==> src/rtl/srb_pkg.sv <==
// shared constants and types for the sequenced retransmit buffer
`timescale 1ns / 1ps
package srb_pkg;
    localparam int DEPTH = 32;
    localparam int AW = $clog2(DEPTH);
    localparam int CW = $clog2(DEPTH + 1);
    localparam logic [5:0] MAX_ENTRIES_RESET = 6'd20;

    localparam logic [2:0] K_NEXT  = 3'd0;
    localparam logic [2:0] K_CUR   = 3'd1;
    localparam logic [2:0] K_ADD   = 3'd2;
    localparam logic [2:0] K_DEL   = 3'd3;
    localparam logic [2:0] K_FIRST = 3'd4;
    localparam logic [2:0] K_GET   = 3'd5;
    localparam logic [2:0] K_LIST  = 3'd6;

    typedef struct packed {
        logic         we;
        logic [AW-1:0] waddr;
        logic [31:0]  wseq;
        logic [31:0]  wpay;
        logic [AW-1:0] raddr;
    } t_mem_req;
endpackage

==> src/rtl/srb_entry_ram.sv <==
// entry store: sequence and payload, one write and one registered read port
`timescale 1ns / 1ps
module srb_entry_ram (
    input  logic                 i_clk,
    input  srb_pkg::t_mem_req    i_req,
    output logic [31:0]          o_rseq,
    output logic [31:0]          o_rpay
);
    import srb_pkg::*;
    logic [63:0] mem [DEPTH];

    always_ff @(posedge i_clk) begin
        if (i_req.we) begin
            mem[i_req.waddr] <= {i_req.wseq, i_req.wpay};
        end
        {o_rseq, o_rpay} <= mem[i_req.raddr];
    end
endmodule

==> src/rtl/sequenced_retransmit_buffer.sv <==
// top level: command sequencer around the entry store
// channel | direction | handshake               | payload
// command | in        | start / busy            | kind, keepalive_req, seq_in, payload_in
// result  | out       | o_strobe (no stall)     | seq_out, payload_out, found, entry_count, last
// config  | in        | i_cfg_valid/o_cfg_ready | max_entries
// one word in, then busy until its last result strobe has gone out; items run one at a time
// next_seq, current_seq and unused kinds answer straight from idle; a list of no entries gives no strobe
// get and list walk one entry a cycle through the single read port
// an evicting add or a hitting delete shifts the tail down entry by entry, reading each then writing it one place lower
// reset clears counter, flag and count; the store needs no clearing
// results cannot be stalled and o_cfg_ready is always high
`timescale 1ns / 1ps
module sequenced_retransmit_buffer (
    input  logic        i_clk,
    input  logic        i_rst_n,
    input  logic        start,
    output logic        busy,
    input  logic [2:0]  i_kind,
    input  logic        i_keepalive_req,
    input  logic [31:0] i_seq_in,
    input  logic [31:0] i_payload_in,
    input  logic        i_cfg_valid,
    output logic        o_cfg_ready,
    input  logic [5:0]  i_cfg_max_entries,
    output logic        o_strobe,
    output logic [31:0] o_seq_out,
    output logic [31:0] o_payload_out,
    output logic        o_found,
    output logic [5:0]  o_entry_count,
    output logic        o_last
);
    import srb_pkg::*;

    localparam logic [2:0] S_IDLE  = 3'd0;
    localparam logic [2:0] S_SCAN  = 3'd1;
    localparam logic [2:0] S_SHIFT = 3'd2;
    localparam logic [2:0] S_LIST  = 3'd3;
    localparam logic [2:0] S_FIRST = 3'd4;
    localparam logic [2:0] S_EVICT = 3'd5;
    localparam logic [2:0] S_DONE  = 3'd6;

    logic [2:0]    r_state, n_state;
    logic [31:0]   r_ctr, n_ctr;
    logic          r_ka, n_ka;
    logic [CW-1:0] r_cnt, n_cnt;
    logic [5:0]    r_max;
    logic [2:0]    r_kind, n_kind;
    logic [31:0]   r_seq, n_seq;
    logic [31:0]   r_pay, n_pay;
    logic [CW-1:0] r_idx, n_idx;
    logic          r_rdv, n_rdv;
    logic [CW-1:0] r_ridx, n_ridx;

    logic          r_stb, n_stb;
    logic [31:0]   r_os, n_os, r_op, n_op;
    logic          r_of, n_of, r_ol, n_ol;
    logic [5:0]    r_oc, n_oc;

    t_mem_req      req;
    logic [31:0]   rseq, rpay;
    logic [CW-1:0] limit;

    srb_entry_ram u_ram (.i_clk(i_clk), .i_req(req), .o_rseq(rseq), .o_rpay(rpay));

    assign busy          = (r_state != S_IDLE) || r_stb;
    assign o_cfg_ready   = 1'b1;
    assign o_strobe      = r_stb;
    assign o_seq_out     = r_os;
    assign o_payload_out = r_op;
    assign o_found       = r_of;
    assign o_entry_count = r_oc;
    assign o_last        = r_ol;

    always_comb begin
        if (r_max == 6'd0 || 32'(r_max) > 32'(DEPTH)) begin
            limit = CW'(DEPTH);
        end else begin
            limit = CW'(r_max);
        end
    end

    always_comb begin
        n_state = r_state; n_ctr = r_ctr; n_ka = r_ka; n_cnt = r_cnt;
        n_kind = r_kind; n_seq = r_seq; n_pay = r_pay; n_idx = r_idx;
        n_rdv = 1'b0; n_ridx = r_ridx;
        n_stb = 1'b0; n_os = 32'd0; n_op = 32'd0; n_of = 1'b0; n_ol = 1'b1;
        n_oc = 6'(r_cnt);
        req = '0;
        unique case (r_state)
            S_IDLE: begin
                if (start && !busy) begin
                    n_kind = i_kind; n_seq = i_seq_in; n_pay = i_payload_in;
                    n_idx = '0;
                    unique case (i_kind)
                        K_NEXT: begin
                            if (r_ka) begin
                                if (!i_keepalive_req) n_ka = 1'b0;
                                n_os = r_ctr;
                            end else begin
                                if (i_keepalive_req) n_ka = 1'b1;
                                n_ctr = (r_ctr == 32'hFFFF_FFFF) ? 32'd1 : r_ctr + 32'd1;
                                n_os = n_ctr;
                            end
                            n_stb = 1'b1;
                        end
                        K_CUR: begin
                            if (r_ctr == 32'd0) n_ctr = 32'd1;
                            n_os = n_ctr;
                            n_stb = 1'b1;
                        end
                        K_ADD: begin
                            if (r_cnt + CW'(1) > limit || r_cnt >= CW'(DEPTH)) begin
                                if (r_cnt == '0) begin
                                    n_state = S_DONE;
                                end else begin
                                    n_state = S_EVICT;
                                end
                            end else begin
                                n_state = S_DONE;
                            end
                        end
                        K_DEL, K_GET: begin
                            n_state = (r_cnt == '0) ? S_DONE : S_SCAN;
                        end
                        K_FIRST: begin
                            n_state = (r_cnt == '0) ? S_DONE : S_FIRST;
                        end
                        K_LIST: begin
                            n_state = (r_cnt == '0) ? S_IDLE : S_LIST;
                        end
                        default: begin
                            n_stb = 1'b1;
                        end
                    endcase
                end
            end
            S_EVICT: begin
                // drop oldest by shifting down from position zero
                n_ridx = '0; n_idx = '0;
                n_state = S_SHIFT;
            end
            S_FIRST: begin
                req.raddr = '0;
                if (r_rdv) begin
                    n_os = rseq; n_op = rpay; n_of = 1'b1; n_stb = 1'b1;
                    n_state = S_IDLE;
                end else begin
                    n_rdv = 1'b1;
                end
            end
            S_SCAN: begin
                req.raddr = r_idx[AW-1:0];
                if (r_rdv && rseq == r_seq) begin
                    if (r_kind == K_GET) begin
                        n_os = rseq; n_op = rpay; n_of = 1'b1; n_stb = 1'b1;
                        n_state = S_IDLE;
                    end else begin
                        n_os = rseq; n_op = rpay; n_of = 1'b1;
                        n_idx = r_ridx;
                        n_state = S_SHIFT;
                    end
                end else if (r_rdv && r_ridx + CW'(1) >= r_cnt) begin
                    n_stb = 1'b1;
                    n_state = S_IDLE;
                end else begin
                    if (r_idx + CW'(1) < r_cnt) n_idx = r_idx + CW'(1);
                    n_rdv = (r_idx < r_cnt);
                    n_ridx = r_idx;
                end
            end
            S_SHIFT: begin
                // hold result; r_idx is the hole, read hole+1 then write hole
                n_os = r_os; n_op = r_op; n_of = r_of;
                if (r_idx + CW'(1) >= r_cnt) begin
                    n_cnt = r_cnt - CW'(1);
                    if (r_kind == K_ADD) begin
                        n_state = S_DONE;
                    end else begin
                        n_oc = 6'(n_cnt); n_stb = 1'b1; n_state = S_IDLE;
                    end
                end else begin
                    req.raddr = AW'(r_idx + CW'(1));
                    if (r_rdv) begin
                        req.we = 1'b1; req.waddr = r_idx[AW-1:0];
                        req.wseq = rseq; req.wpay = rpay;
                        n_idx = r_idx + CW'(1);
                    end else begin
                        n_rdv = 1'b1;
                    end
                end
            end
            S_DONE: begin
                if (r_kind == K_ADD) begin
                    if (r_cnt < CW'(DEPTH)) begin
                        req.we = 1'b1; req.waddr = r_cnt[AW-1:0];
                        req.wseq = r_seq; req.wpay = r_pay;
                        n_cnt = r_cnt + CW'(1);
                    end
                end
                n_oc = 6'(n_cnt); n_stb = 1'b1; n_state = S_IDLE;
            end
            S_LIST: begin
                req.raddr = r_idx[AW-1:0];
                if (r_rdv) begin
                    n_os = rseq; n_stb = 1'b1;
                    n_ol = (r_ridx + CW'(1) == r_cnt);
                    if (n_ol) n_state = S_IDLE;
                end
                if (r_idx < r_cnt) begin
                    n_rdv = 1'b1; n_ridx = r_idx; n_idx = r_idx + CW'(1);
                end
            end
            default: n_state = S_IDLE;
        endcase
    end

    always_ff @(posedge i_clk) begin
        if (!i_rst_n) begin
            r_state <= S_IDLE; r_ctr <= '0; r_ka <= 1'b0; r_cnt <= '0;
            r_max <= MAX_ENTRIES_RESET; r_stb <= 1'b0; r_rdv <= 1'b0;
        end else begin
            r_state <= n_state; r_ctr <= n_ctr; r_ka <= n_ka; r_cnt <= n_cnt;
            r_stb <= n_stb; r_rdv <= n_rdv;
            if (i_cfg_valid && o_cfg_ready) r_max <= i_cfg_max_entries;
        end
    end

    always_ff @(posedge i_clk) begin
        r_kind <= n_kind; r_seq <= n_seq; r_pay <= n_pay; r_idx <= n_idx;
        r_ridx <= n_ridx;
        r_os <= n_os; r_op <= n_op; r_of <= n_of; r_ol <= n_ol; r_oc <= n_oc;
    end
endmodule
==> config.mk <==
export PLATFORM = sky130hd
export DESIGN_NAME = sequenced_retransmit_buffer
export DESIGN_NICKNAME = d
export VERILOG_FILES = /design/src/rtl/srb_pkg.sv /design/src/rtl/srb_entry_ram.sv /design/src/rtl/sequenced_retransmit_buffer.sv
export SDC_FILE = /design/constraint.sdc
export NUM_CORES = 2
export LEC_CHECK = 0
export BUFFER_PORTS_ARGS = -buffer_cell sky130_fd_sc_hd__buf_2
export CAP_MARGIN = 0
export CORE_UTILIZATION = 55
export DETAILED_ROUTE_END_ITERATION = 7
export PLACE_DENSITY_LB_ADDON = 0.1
export SETUP_SLACK_MARGIN = 0.4
export SLEW_MARGIN = 20
export SYNTH_ARGS = -nofsm -noshare
export SYNTH_HDL_FRONTEND = slang
export SYNTH_SLANG_ARGS = --single-unit
==> constraint.sdc <==
create_clock -name i_clk -period 7 [get_ports i_clk]
set_clock_uncertainty 0.1 [all_clocks]
set_input_delay 0.7 -clock i_clk [delete_from_list [all_inputs] [get_ports i_clk]]
set_output_delay 0.7 -clock i_clk [all_outputs]
set_load 0.05 [all_outputs]
==> flow_summary.toml <==
[layout]
area.growth.synth_to_final_pct = 13.3
fin_util_pct = 62.9
nFillCells = 11875
nNetsFinal = 6546
drive_gt1_share_pct = 10.9
antennaDiodeCount = 0
fin_cells = 8804
final_cell_area_um2 = 103000

[route]
wl_um = 250000
firstDrtPassIters = 5
dr_total_vias = 54935
drc = 0
first_iter_violations = 6064
ant_nets = 0
detail_route.vias_per_cell = 6.24
routedWlPerCell_um = 28.3

[clocking]
ctsHtreeMaxLevel = 4
cts_resized = 0
clock_path_buffers = 3
clkSinkCount = 2313
numCtsBuffers = 229
insertion_delay_ns = 0.86
clk_pin_slew_ns = 0.06
cts_hold_buffers = 71
cts_setup_buffers = 0
cts_tree = "built"
root_buffer = "clkbuf_16"

[pwr]
peakVddDrop_mv = 0.355
p_per_area_nw_per_um2 = 374
power.leakage_nw = 35.7
p_total_mw = 38.5

[timing]
worst_pin_slew_ns = 1.15
tns_ns = 0
layout_min_cycle_time_ns = 5.86
layout_setup_ws_ns = 1.14
setup_viol = 0
post-route-period-util_pct = 83.8
hold_slack_ns = 0.0940
relSlewSlack_pct = 23.3
slew_viol_final = 0
fmax_mhz = 171
finalHoldViolations = 0
rsz0062_at_grt = "no"

[worst_setup_path]
startpoint_type = "flip-flop"
critPathMaxFanout = 29
cp.required_ns = 7.37
arrival_ns = 6.24
worst-r2r-setup-slack_ns = 1.14
cp-end-kind = "flip-flop"
worstSetupPathType = "reg2reg"

[floorplan]
core.rowCount = 148
start_util_pct = 55.6
die_h_um = 408
pin_count = 153
core_area_um2 = 163000
die-area_um2 = 167000
die_w_um = 408

[synthesis]
synth_cells = 6200
synthMuxAreaShare_pct = 5.47
synth_warnings = 0
synthTopCellsByCount = "edfxtp_1 (2,192), nand2_1 (1,197), mux2i_1 (488)"
synth-adder-area-share_pct = 0.455
yosysUniqueCellTypes = 80
synth-seq-area-share_pct = 75.2
postSynthAreaPerCell_um2 = 14.6
yosysTopAreaCellShare_pct = 72.5
synth_compound_area_share_pct = 6.69
yosys.area_share.xor_xnor_pct = 0.568
synth_top_family_by_area = "simple AND/OR/NAND/NOR gates"
syn-num-nets = 6311
synth_largest_area_cell = "edfxtp_1"
ys.flop_type = "edfxtp_1"
yosys.area_share.simple_pct = 9.57
synth.area.top_cells = "edfxtp_1 (73%), mux2i_1 (5.4%), nand2_1 (5.0%), dfxtp_1 (2.7%), a21oi_1 (2.1%)"
async_flop_share_pct = 0
synth-seq-cells = 2313
synth-edff-count = 2192
syn-cell-area_um2 = 90700
yosysMostFrequentCell = "edfxtp_1"

[global_route]
grt_max_degree = 191
grtUsageTotal_pct = 29.6
grt_pass1_vias = 52875
grt_pass1_wl_um = 361000
overflow = 0
antenna_found_initial = 7

[placed_design]
dpl_cell_area_um2 = 94700
routabilityCongestion = 0.888
dp_cells = 8308
portBuffers = 151
dpl.hpwl_um = 135000
dp_worst_setup_slack_ns = 1.21

[outcome]
status = "complete, no violations"

[run]
drv_cap = 0

[hold_path]
min_path_type = "in2reg"
==> critical path: stages, from the launching register on <==
cell and delay [ns]:
edfxtp_1 0.51, ha_1 0.31, nand3_1 0.12, xor2_1 0.40, inv_1 0.11, ha_1 0.30
o21ai_0 0.31, o21ai_1 0.20, nor3_2 0.45, and2_4 0.48, a22o_1 0.24, nand2_1 0.47
nor2_4 0.85, buf_4 0.59
==> cell type report <==
class	instances	area (um2)	area share [%]
flip-flops and latches	2313	68200	66.4
multi-input cells	3492	21000	20.5
clock buffers	294	6150	5.98
repair buffers	379	3330	3.24
well taps	2175	2720	2.65
clock inverters	131	1210	1.18
inverters	20	80.1	0.0779
==> cells by family after synthesis <==
family                   count (synthesis)
XOR/XNOR                                58
multiplexers                           492
AO/OA/AOI/OAI                          979
AND/OR/NAND/NOR                       1929
other                                    1
flip-flops                            2313
buffers and inverters                  395
adder cells (fa/ha/maj)                 33
==> per-layer routing <==
layer | track usage (%) | part of all wire (%) | vias up
met5 | 0 | 0.043 | -
met4 | 10.2 | 3.4 | 10
met3 | 5.43 | 8.1 | 476
met2 | 47.0 | 47 | 2476
met1 | 41.3 | 41 | 27846
li1 | - | - | 24127
==> report_power, final <==
part	internal (mW)	switching (mW)	leakage, nW
logic	3.12	6.96	13.9
clock network	6.81	5.16	3.60
registers	15.7	0.694	18.3
==> sequential cells by signal (all words and copies together), names as in the netlist, 32 cells and up <==
signal and cells:
o_payload_out 32, o_seq_out 32, r_ctr 32, r_pay 32, r_seq 32, u_ram.mem 2048
u_ram.o_rpay 32, u_ram.o_rseq 32
==> cell usage in the layout (no fill, tap or decap), types with 53 or more instances in the layout <==
cell type      synthesis  routed
nand3_1              170     170
nor4_1               226     226
o22ai_1              218     218
buf_2                185     151
buf_12                 0      53
edfxtp_1            2192    2192
buf_4                 16     103
a31oi_1               64      64
a22o_1                73      59
dlygate4sd3_1          0      71
dfxtp_1              121     121
a21oi_1              372     372
mux2i_1              488     488
nand2_1             1197    1193
clkbuf_16              0     232
o21ai_0               85      85
==> path summary, 6_finish.rpt <==
kind | start | to | depth (start not counted)
worst max-delay path | r_idx[0] | u_ram.mem[18][60] | 13
worst max register to register | r_idx[0] | u_ram.mem[18][60] | 13
worst min-delay path | i_kind[2] | r_kind[2] | 1
worst min register to register | r_max[2] | r_max[2] | 2
No activity file was read; power rests on OpenSTA's default activity.
